**src/hw/rtl/mstw_pkg.sv**
```systemverilog
// ----------------------------------------------------------------------------
// Timestamp watermark package
// Types and constants shared by the watermark sequencer and its comparator.
// ----------------------------------------------------------------------------
`default_nettype none

package mstw_pkg;

  localparam int unsigned TS_W   = 64;
  localparam int unsigned TICK_W = 32;
  localparam int unsigned SRC_W  = 3;
  localparam int unsigned REQ_W  = 8;
  localparam int unsigned CIDX_W = 2;
  localparam int unsigned CDAT_W = 32;

  localparam logic [TS_W-1:0] TS_ALL_ONES = {TS_W{1'b1}};

  localparam logic [1:0] OP_ARRIVAL = 2'd0;
  localparam logic [1:0] OP_QUERY   = 2'd1;
  localparam logic [1:0] OP_DELIVER = 2'd2;

  localparam logic [1:0] ST_OK       = 2'd0;
  localparam logic [1:0] ST_REJECT   = 2'd1;
  localparam logic [1:0] ST_LATE     = 2'd2;
  localparam logic [1:0] ST_NO_WMARK = 2'd3;

  localparam logic [CIDX_W-1:0] CFG_REQUIRED = 2'd0;
  localparam logic [CIDX_W-1:0] CFG_TIMEOUT  = 2'd1;

  typedef struct packed {
    logic lt;
    logic eq;
  } cmp_res_t;

  typedef enum logic [3:0] {
    S_IDLE,
    S_DECODE,
    S_LATE_TS,
    S_LATE_SEQ,
    S_ARR_RD,
    S_ARR_WR,
    S_EXPIRE,
    S_Q_RD,
    S_Q_CHECK,
    S_Q_MIN,
    S_Q_END,
    S_DONE
  } state_t;

endpackage

`default_nettype wire

```
**src/hw/rtl/mstw_cmp.sv**
```systemverilog
// ----------------------------------------------------------------------------
// Shared magnitude comparator
// Unsigned 64-bit less-than and equality, shared by every sequencer step that compares.
// ----------------------------------------------------------------------------
`default_nettype none

module mstw_cmp
  import mstw_pkg::*;
(
  input  wire logic [TS_W-1:0] a,
  input  wire logic [TS_W-1:0] b,
  output cmp_res_t             res
);

  assign res.lt = (a < b);
  assign res.eq = (a == b);

endmodule

`default_nettype wire

```
**src/hw/rtl/multi_source_timestamp_watermark_unit.sv**
```systemverilog
// ----------------------------------------------------------------------------
// Multi-source timestamp watermark unit
// Per-source watermark tracking and ordering checks for merging trace streams.
// ----------------------------------------------------------------------------
// An item is taken when start is high and busy is low; busy then stays high
// until the result has been shown. The result appears on out_status and
// out_watermark for exactly one cycle with out_strobe high and must be taken
// in that cycle. A rejected arrival, a delivered-key record or an empty-buffer
// query goes from decode straight to the result; a late check compares keys
// and an accepted arrival then reads and writes its slot. A query visits the
// slots in turn, may end early at a required unseen slot, and uses one shared
// 64-bit comparator and one slot read port. Configuration writes are always accepted.
`default_nettype none

module multi_source_timestamp_watermark_unit
  import mstw_pkg::*;
#(
  parameter int unsigned SOURCES = 8
) (
  input  wire logic              clk,
  input  wire logic              rst_n,

  input  wire logic              start,
  output logic                   busy,
  input  wire logic [1:0]        in_opcode,
  input  wire logic [TICK_W-1:0] in_now_tick,
  input  wire logic              in_entry_valid,
  input  wire logic [SRC_W-1:0]  in_source_id,
  input  wire logic [TS_W-1:0]   in_entry_timestamp,
  input  wire logic [TS_W-1:0]   in_entry_sequence,
  input  wire logic              in_buffer_nonempty,
  input  wire logic [TICK_W-1:0] in_first_buffered_tick,
  input  wire logic [TS_W-1:0]   in_newest_buffered_timestamp,

  output logic                   out_strobe,
  output logic [1:0]             out_status,
  output logic [TS_W-1:0]        out_watermark,

  input  wire logic              cfg_valid,
  output logic                   cfg_ready,
  input  wire logic [CIDX_W-1:0] cfg_index,
  input  wire logic [CDAT_W-1:0] cfg_data
);

  localparam int unsigned IDX_W = (SOURCES > 1) ? $clog2(SOURCES) : 1;
  localparam int unsigned REQ_N = (SOURCES < REQ_W) ? SOURCES : REQ_W;

  state_t state_r, state_nxt;

  logic [REQ_W-1:0]  cfg_required_r;
  logic [TICK_W-1:0] cfg_timeout_r;

  logic              seen_r [SOURCES];
  logic [TS_W-1:0]   newest_r [SOURCES];
  logic [TICK_W-1:0] tick_r [SOURCES];

  logic              dlv_valid_r;
  logic [TS_W-1:0]   dlv_time_r;
  logic [SRC_W-1:0]  dlv_source_r;
  logic [TS_W-1:0]   dlv_seq_r;

  logic [1:0]        op_r;
  logic [TICK_W-1:0] now_r;
  logic              valid_r;
  logic [SRC_W-1:0]  src_r;
  logic [TS_W-1:0]   ts_r;
  logic [TS_W-1:0]   seq_r;
  logic              nonempty_r;
  logic [TICK_W-1:0] first_r;
  logic [TS_W-1:0]   newest_buf_r;

  logic              rd_seen_r;
  logic [TS_W-1:0]   rd_newest_r;
  logic [TICK_W-1:0] rd_tick_r;

  logic [IDX_W-1:0]  idx_r;
  logic              expired_r;
  logic              active_r;
  logic [TS_W-1:0]   min_r;
  logic [1:0]        res_status_r;
  logic [TS_W-1:0]   res_wm_r;

  logic [SOURCES-1:0]     req_vec;
  logic [IDX_W+SRC_W-1:0] src_ext;
  logic [IDX_W-1:0]       src_idx;
  logic [IDX_W-1:0]       rd_addr;
  logic                   src_req;
  logic                   idx_last;
  logic                   tmo_on;
  logic [TS_W-1:0]        cmp_a;
  logic [TS_W-1:0]        cmp_b;
  cmp_res_t               cmp_res;

  always_comb begin
    req_vec = '0;
    for (int i = 0; i < REQ_N; i++) begin
      req_vec[i] = cfg_required_r[i];
    end
  end

  assign src_ext  = {{IDX_W{1'b0}}, src_r};
  assign src_idx  = src_ext[IDX_W-1:0];
  assign src_req  = ({{(32-SRC_W){1'b0}}, src_r} < 32'(SOURCES)) && req_vec[src_idx];
  assign idx_last = (idx_r == IDX_W'(SOURCES - 1));
  assign tmo_on   = (cfg_timeout_r != '0);
  assign rd_addr  = (state_r == S_ARR_RD) ? src_idx : idx_r;

  mstw_cmp u_cmp (
    .a   (cmp_a),
    .b   (cmp_b),
    .res (cmp_res)
  );

  always_comb begin
    cmp_a = ts_r;
    cmp_b = dlv_time_r;
    case (state_r)
      S_LATE_TS: begin
        cmp_a = ts_r;
        cmp_b = dlv_time_r;
      end
      S_LATE_SEQ: begin
        cmp_a = seq_r;
        cmp_b = dlv_seq_r;
      end
      S_ARR_WR: begin
        cmp_a = rd_newest_r;
        cmp_b = ts_r;
      end
      S_EXPIRE: begin
        cmp_a = {{(TS_W-TICK_W){1'b0}}, now_r - first_r};
        cmp_b = {{(TS_W-TICK_W){1'b0}}, cfg_timeout_r};
      end
      S_Q_CHECK: begin
        cmp_a = {{(TS_W-TICK_W){1'b0}}, now_r - rd_tick_r};
        cmp_b = {{(TS_W-TICK_W){1'b0}}, cfg_timeout_r};
      end
      S_Q_MIN: begin
        cmp_a = rd_newest_r;
        cmp_b = min_r;
      end
      default: begin
        cmp_a = ts_r;
        cmp_b = dlv_time_r;
      end
    endcase
  end

  always_comb begin
    state_nxt = state_r;
    case (state_r)
      S_IDLE: begin
        if (start) state_nxt = S_DECODE;
      end
      S_DECODE: begin
        case (op_r)
          OP_ARRIVAL: begin
            if (!valid_r || !src_req) state_nxt = S_DONE;
            else if (dlv_valid_r)     state_nxt = S_LATE_TS;
            else                      state_nxt = S_ARR_RD;
          end
          OP_QUERY: begin
            state_nxt = nonempty_r ? S_EXPIRE : S_DONE;
          end
          default: state_nxt = S_DONE;
        endcase
      end
      S_LATE_TS: begin
        if (!cmp_res.eq)              state_nxt = cmp_res.lt ? S_DONE : S_ARR_RD;
        else if (src_r != dlv_source_r) state_nxt = (src_r < dlv_source_r) ? S_DONE : S_ARR_RD;
        else                          state_nxt = S_LATE_SEQ;
      end
      S_LATE_SEQ: begin
        state_nxt = (cmp_res.lt || cmp_res.eq) ? S_DONE : S_ARR_RD;
      end
      S_ARR_RD: state_nxt = S_ARR_WR;
      S_ARR_WR: state_nxt = S_DONE;
      S_EXPIRE: state_nxt = S_Q_RD;
      S_Q_RD:   state_nxt = S_Q_CHECK;
      S_Q_CHECK: begin
        if (!req_vec[idx_r]) begin
          state_nxt = idx_last ? S_Q_END : S_Q_RD;
        end else if (!rd_seen_r) begin
          if (!expired_r)    state_nxt = S_DONE;
          else               state_nxt = idx_last ? S_Q_END : S_Q_RD;
        end else if (tmo_on && !cmp_res.lt) begin
          state_nxt = idx_last ? S_Q_END : S_Q_RD;
        end else begin
          state_nxt = S_Q_MIN;
        end
      end
      S_Q_MIN: state_nxt = idx_last ? S_Q_END : S_Q_RD;
      S_Q_END: state_nxt = S_DONE;
      S_DONE:  state_nxt = S_IDLE;
      default: state_nxt = S_IDLE;
    endcase
  end

  always_comb begin
    busy          = (state_r != S_IDLE);
    out_strobe    = (state_r == S_DONE);
    out_status    = res_status_r;
    out_watermark = res_wm_r;
    cfg_ready     = 1'b1;
  end

  always_ff @(posedge clk) begin
    if (!rst_n) begin
      state_r <= S_IDLE;
    end else begin
      state_r <= state_nxt;
    end
  end

  always_ff @(posedge clk) begin
    if (!rst_n) begin
      cfg_required_r <= '0;
      cfg_timeout_r  <= '0;
    end else if (cfg_valid && cfg_ready) begin
      case (cfg_index)
        CFG_REQUIRED: cfg_required_r <= cfg_data[REQ_W-1:0];
        CFG_TIMEOUT:  cfg_timeout_r  <= cfg_data[TICK_W-1:0];
        default: ;
      endcase
    end
  end

  always_ff @(posedge clk) begin
    if (state_r == S_IDLE && start) begin
      op_r         <= in_opcode;
      now_r        <= in_now_tick;
      valid_r      <= in_entry_valid;
      src_r        <= in_source_id;
      ts_r         <= in_entry_timestamp;
      seq_r        <= in_entry_sequence;
      nonempty_r   <= in_buffer_nonempty;
      first_r      <= in_first_buffered_tick;
      newest_buf_r <= in_newest_buffered_timestamp;
    end
    if (state_r == S_ARR_RD || state_r == S_Q_RD) begin
      rd_newest_r <= newest_r[rd_addr];
      rd_tick_r   <= tick_r[rd_addr];
      rd_seen_r   <= seen_r[rd_addr];
    end
    if (state_r == S_ARR_WR) begin
      if (!rd_seen_r || cmp_res.lt) newest_r[src_idx] <= ts_r;
      tick_r[src_idx] <= now_r;
    end
    if (state_r == S_DECODE && op_r == OP_DELIVER) begin
      dlv_time_r   <= ts_r;
      dlv_source_r <= src_r;
      dlv_seq_r    <= seq_r;
    end
  end

  always_ff @(posedge clk) begin
    if (!rst_n) begin
      for (int i = 0; i < SOURCES; i++) begin
        seen_r[i] <= 1'b0;
      end
      dlv_valid_r <= 1'b0;
    end else begin
      if (state_r == S_ARR_WR) seen_r[src_idx] <= 1'b1;
      if (state_r == S_DECODE && op_r == OP_DELIVER) dlv_valid_r <= 1'b1;
    end
  end

  always_ff @(posedge clk) begin
    if (!rst_n) begin
      res_status_r <= ST_OK;
      res_wm_r     <= '0;
      idx_r        <= '0;
      expired_r    <= 1'b0;
      active_r     <= 1'b0;
      min_r        <= TS_ALL_ONES;
    end else begin
      case (state_r)
        S_DECODE: begin
          res_status_r <= ST_OK;
          res_wm_r     <= '0;
          idx_r        <= '0;
          active_r     <= 1'b0;
          min_r        <= TS_ALL_ONES;
          if (op_r == OP_ARRIVAL && (!valid_r || !src_req)) res_status_r <= ST_REJECT;
          if (op_r == OP_QUERY && !nonempty_r)              res_status_r <= ST_NO_WMARK;
        end
        S_LATE_TS: begin
          if ((!cmp_res.eq && cmp_res.lt) ||
              (cmp_res.eq && src_r != dlv_source_r && src_r < dlv_source_r)) begin
            res_status_r <= ST_LATE;
          end
        end
        S_LATE_SEQ: begin
          if (cmp_res.lt || cmp_res.eq) res_status_r <= ST_LATE;
        end
        S_EXPIRE: begin
          expired_r <= tmo_on && (first_r != '0) && !cmp_res.lt;
        end
        S_Q_CHECK: begin
          if (req_vec[idx_r] && !rd_seen_r && !expired_r) begin
            res_status_r <= ST_NO_WMARK;
          end else if (!req_vec[idx_r] || !rd_seen_r || (tmo_on && !cmp_res.lt)) begin
            if (!idx_last) idx_r <= idx_r + IDX_W'(1);
          end
        end
        S_Q_MIN: begin
          active_r <= 1'b1;
          if (cmp_res.lt) min_r <= rd_newest_r;
          if (!idx_last) idx_r <= idx_r + IDX_W'(1);
        end
        S_Q_END: begin
          res_wm_r <= active_r ? min_r : newest_buf_r;
        end
        default: ;
      endcase
    end
  end

endmodule

`default_nettype wire

```
**config.mk**
```make
export PLATFORM = sky130hd
export DESIGN_NAME = multi_source_timestamp_watermark_unit
export DESIGN_NICKNAME = d
export VERILOG_FILES = /design/src/hw/rtl/mstw_pkg.sv /design/src/hw/rtl/mstw_cmp.sv /design/src/hw/rtl/multi_source_timestamp_watermark_unit.sv
export SDC_FILE = /design/constraint.sdc
export NUM_CORES = 2
export LEC_CHECK = 0
export BUFFER_PORTS_ARGS = -buffer_cell sky130_fd_sc_hd__clkbuf_2
export CORE_MARGIN = 8
export CORE_UTILIZATION = 40
export DETAILED_ROUTE_END_ITERATION = 7
export RECOVER_POWER = 25
export SLEW_MARGIN = 20
export SYNTH_ARGS = -nofsm -noshare
export SYNTH_HDL_FRONTEND = slang
export SYNTH_SLANG_ARGS = --single-unit
```
**constraint.sdc**
```tcl
create_clock -name clk -period 20 [get_ports clk]
set_input_delay 3 -clock clk [delete_from_list [all_inputs] [get_ports clk]]
set_output_delay 3 -clock clk [all_outputs]
set_load 0.01 [all_outputs]
```
==> key figures <==
Timing
  • Final WS setup: 11.78 ns
  • Slew Limit Headroom: 24.9%
  • Fin crit period: 8.22 ns
  • Setup TNS: 0 ns
  • Unrepaired setup endpoints after global routing: false
  • Tcrit/Tclk final: 41.1%
  • Least-Margin Pin Slew: roughly 1.1 ns
  • Max frequency: roughly 120 MHz
  • Final Slew Violations: 0
  • Final Skew: around 0.043 ns
  • Fin. Hold Viols: 0
  • Count of final setup violators: 0

Detailed routing
  • Vias/cell: 5.66
  • First-pass DRT Iterations: 8
  • Vias: about 33000
  • Residual DRC: 0
  • DR iter-0 viols: 4002
  • DRT antenna net count: 0
  • Wire per inst: roughly 28 um
  • Final wirelength: 163000 um

Power and ir drop
  • Maximum VDD drop: 0.134 mV
  • Power per cell area: 143 nW/um2
  • Leak pwr: 22.7 nW

Worst setup path
  • CP peak stage delay: 0.66 ns
  • Slowest-stage cell, CP: and2_4
  • Critical path endpoint category: register
  • CP required: 20.41 ns
  • CP arrival: 8.63 ns
  • WP buf/inv: 2
  • Critical path type: reg2reg
  • Cell family with most CP delay: simple AND/OR/NAND/NOR gates
  • Crit Path Max Fanout: 35
  • Crit start category: register

Finish
  • Final nets: 4227
  • Area of the multi-input gates: 15800 um2
  • Area growth from synthesis to layout: 15.8%
  • Sequential Area: between 40000 and 50000 um2
  • Post-Route Utilization: 46.5%
  • Layout cell share with drive strength beyond 1: 28.4%
  • Final Non-Filler Cells: 5877
  • # fillers: roughly 12000

Logic synthesis
  • Syn Inst Count: 3441
  • FFs w/ async S/R, synth: 0%
  • Mapped Area: 58200 um2
  • Sequential fraction of the synthesis area: between 70 and 80%
  • Top_reg_cell synth: edfxtp_1
  • Post-Synthesis Net Count: 3843
  • Seq cells post-synth: 1447
  • Mean post-synth cell area: 16.9 um2
  • Cell variety after synth: 75
  • EDFF count, synth: 1259
  • Yosys warns: 0

Flow run
  • Max-Cap Viols: 0

Placement
  • Final Wtd Congestion: 0.847
  • Port Buffers: 368
  • Detailed-placement wirelength estimate: 102000 um
  • Placed instance count: about 5600
  • Setup WS pre-CTS: 12.01 ns

Floorplanning
  • Core Region: 145000 um2
  • Initial Utilization: 40.1%
  • Row count: 140
  • Die area: 158000 um2
  • Die Y: 397 um
  • Die width: 397 um
  • I/O pin cnt: 370

Clock tree
  • Worst-skew pair later-pin latency: 0.81 ns
  • Clock transition at path regs: approximately 0.060 ns
  • Root buffer cell: clkbuf_16
  • Total CTS buffers: 154
  • CTS Hold Bufs: 0
  • CTS tree: yes
  • H-tree levels: 4
  • Setup Fix Bufs, Post-CTS: 0
  • Number of gates resized after CTS: 0
  • TritonCTS Sinks: 1447
  • Max Root-Sink Buffers: 3

Worst hold path
  • Hold Path Class: reg2reg

Global routing
  • First-pass GRT wire length: 233000 um
  • Vias in the first global route: 33528
  • Largest net degree at the start of global routing: 80
  • Total Routing Usage GR: 20.1%
  • Initial antenna violation count: 17
  • Grt ovf: 0

Outcome
  • Status: finished, final reports clean
kinds of logic after synthesis:
| family | after synthesis | share of synthesized area (%) |
|---|---|---|
| AOI/OAI and AO/OA | 563 | 6.73 |
| xor gates and xnor gates | 23 | 0.346 |
| adders and majority gates | 101 | 2.18 |
| buffers and inverters | 247 | 1.77 |
| DFF | 1447 | 71.4 |
| muxes | 406 | 11.6 |
| other | 1 | 0.00644 |
| and+or+nand+nor | 653 | 5.95 |
routing by layer:
layer  vias up  global-route usage, %  wire length (um)
met5         -                      0                55
met3       223                   5.94             16200
met1     16980                   28.6             70600
met2      1508                   29.9             72200
met4         8                   6.00              4240
li1      14541                      -                 -
flip-flops by register name (all words and copies together) (netlist names), 8 cells and up:
register	flops
rd_tick_r	32
out_watermark	64
first_r	32
newest_buf_r	64
tick_r	256
min_r	64
now_r	32
newest_r	512
seq_r	64
cfg_timeout_r	32
rd_newest_r	64
dlv_seq_r	64
cfg_required_r	8
seen_r	8
ts_r	64
dlv_time_r	64
cell type report:
| type | instances | share of cell area (%) |
|---|---|---|
| repair buffers | 427 | 3.38 |
| diodes | 5 | 0.0186 |
| flip-flops and latches | 1447 | 61.7 |
| inverters | 48 | 0.267 |
| clock buffers | 210 | 6.27 |
| clock inverters | 76 | 1.34 |
| well taps | 1917 | 3.56 |
| multi-input cells | 1747 | 23.5 |
synth_stat cells (65+ instances only):
| master | instances | area share (%) |
|---|---|---|
| edfxtp_1 | 1259 | 65 |
| nand2_1 | 199 | 1.3 |
| mux4_2 | 198 | 7.7 |
| dfxtp_1 | 188 | 6.5 |
| mux2_2 | 163 | 3.2 |
| clkbuf_1 | 133 | 0.86 |
| nor2_1 | 117 | 0.75 |
| o21ai_0 | 103 | 0.89 |
| ha_1 | 100 | 2.1 |
| a22oi_1 | 97 | 1.3 |
| a222oi_1 | 92 | 1.6 |
| nor2b_1 | 90 | 0.97 |
| a21oi_1 | 76 | 0.65 |
| nand3_1 | 65 | 0.56 |
through the flow:
step / hold WS, ns / total power, mW / area (um2)
6_report: 0.447 / 9.64 / 67400
5_1_grt: 0.465 / 10.1 / 67400
4_1_cts: 0.448 / 9.67 / 67400
3_5_place_dp: 0.434 / 6.79 / 62300
3_3_place_gp: 0.429 / 6.77 / 62300
2_1_floorplan: 0.421 / 5.89 / 58200
placed cells by master (no fill, tap or decap), drive strengths merged, types with 17 or more instances in the layout:
master and count:
edfxtp 1259, clkbuf 580, nand2 200, mux4 198, dfxtp 188, o21ai 165, mux2 163, nor2 120
ha 100, a22oi 97, a222oi 92, nor2b 90, nor3 88, a21oi 77, nand3 65, buf 57
inv 56, clkinv 49, mux2i 45, a21boi 37, nor4 23, nand4 22, a21o 17
report_power, final:
part | total (mW) | internal [mW] | switching [mW] | leakage (nW)
sequential | 4.26 | 3.87 | 0.387 | 13.0
clock | 2.88 | 1.67 | 1.21 | 2.48
combinational | 2.51 | 0.893 | 1.62 | 7.20
final timing paths:
| kind | from | endpoint | slack [ns] | cells past startpoint |
|---|---|---|---|---|
| worst max-delay path | state_r[3]$_SDFFE_PN0P_ | newest_r[0][59]$_DFFE_PP_ | 11.78 | 25 |
| worst min-delay path | seq_r[54]$_DFFE_PP_ | dlv_seq_r[54]$_DFFE_PP_ | 0.45 | 0 |
| worst max register to register | state_r[3]$_SDFFE_PN0P_ | newest_r[0][59]$_DFFE_PP_ | 11.78 | 25 |
| worst min register to register | seq_r[54]$_DFFE_PP_ | dlv_seq_r[54]$_DFFE_PP_ | 0.45 | 0 |
Power figures use the tool's default switching activity.
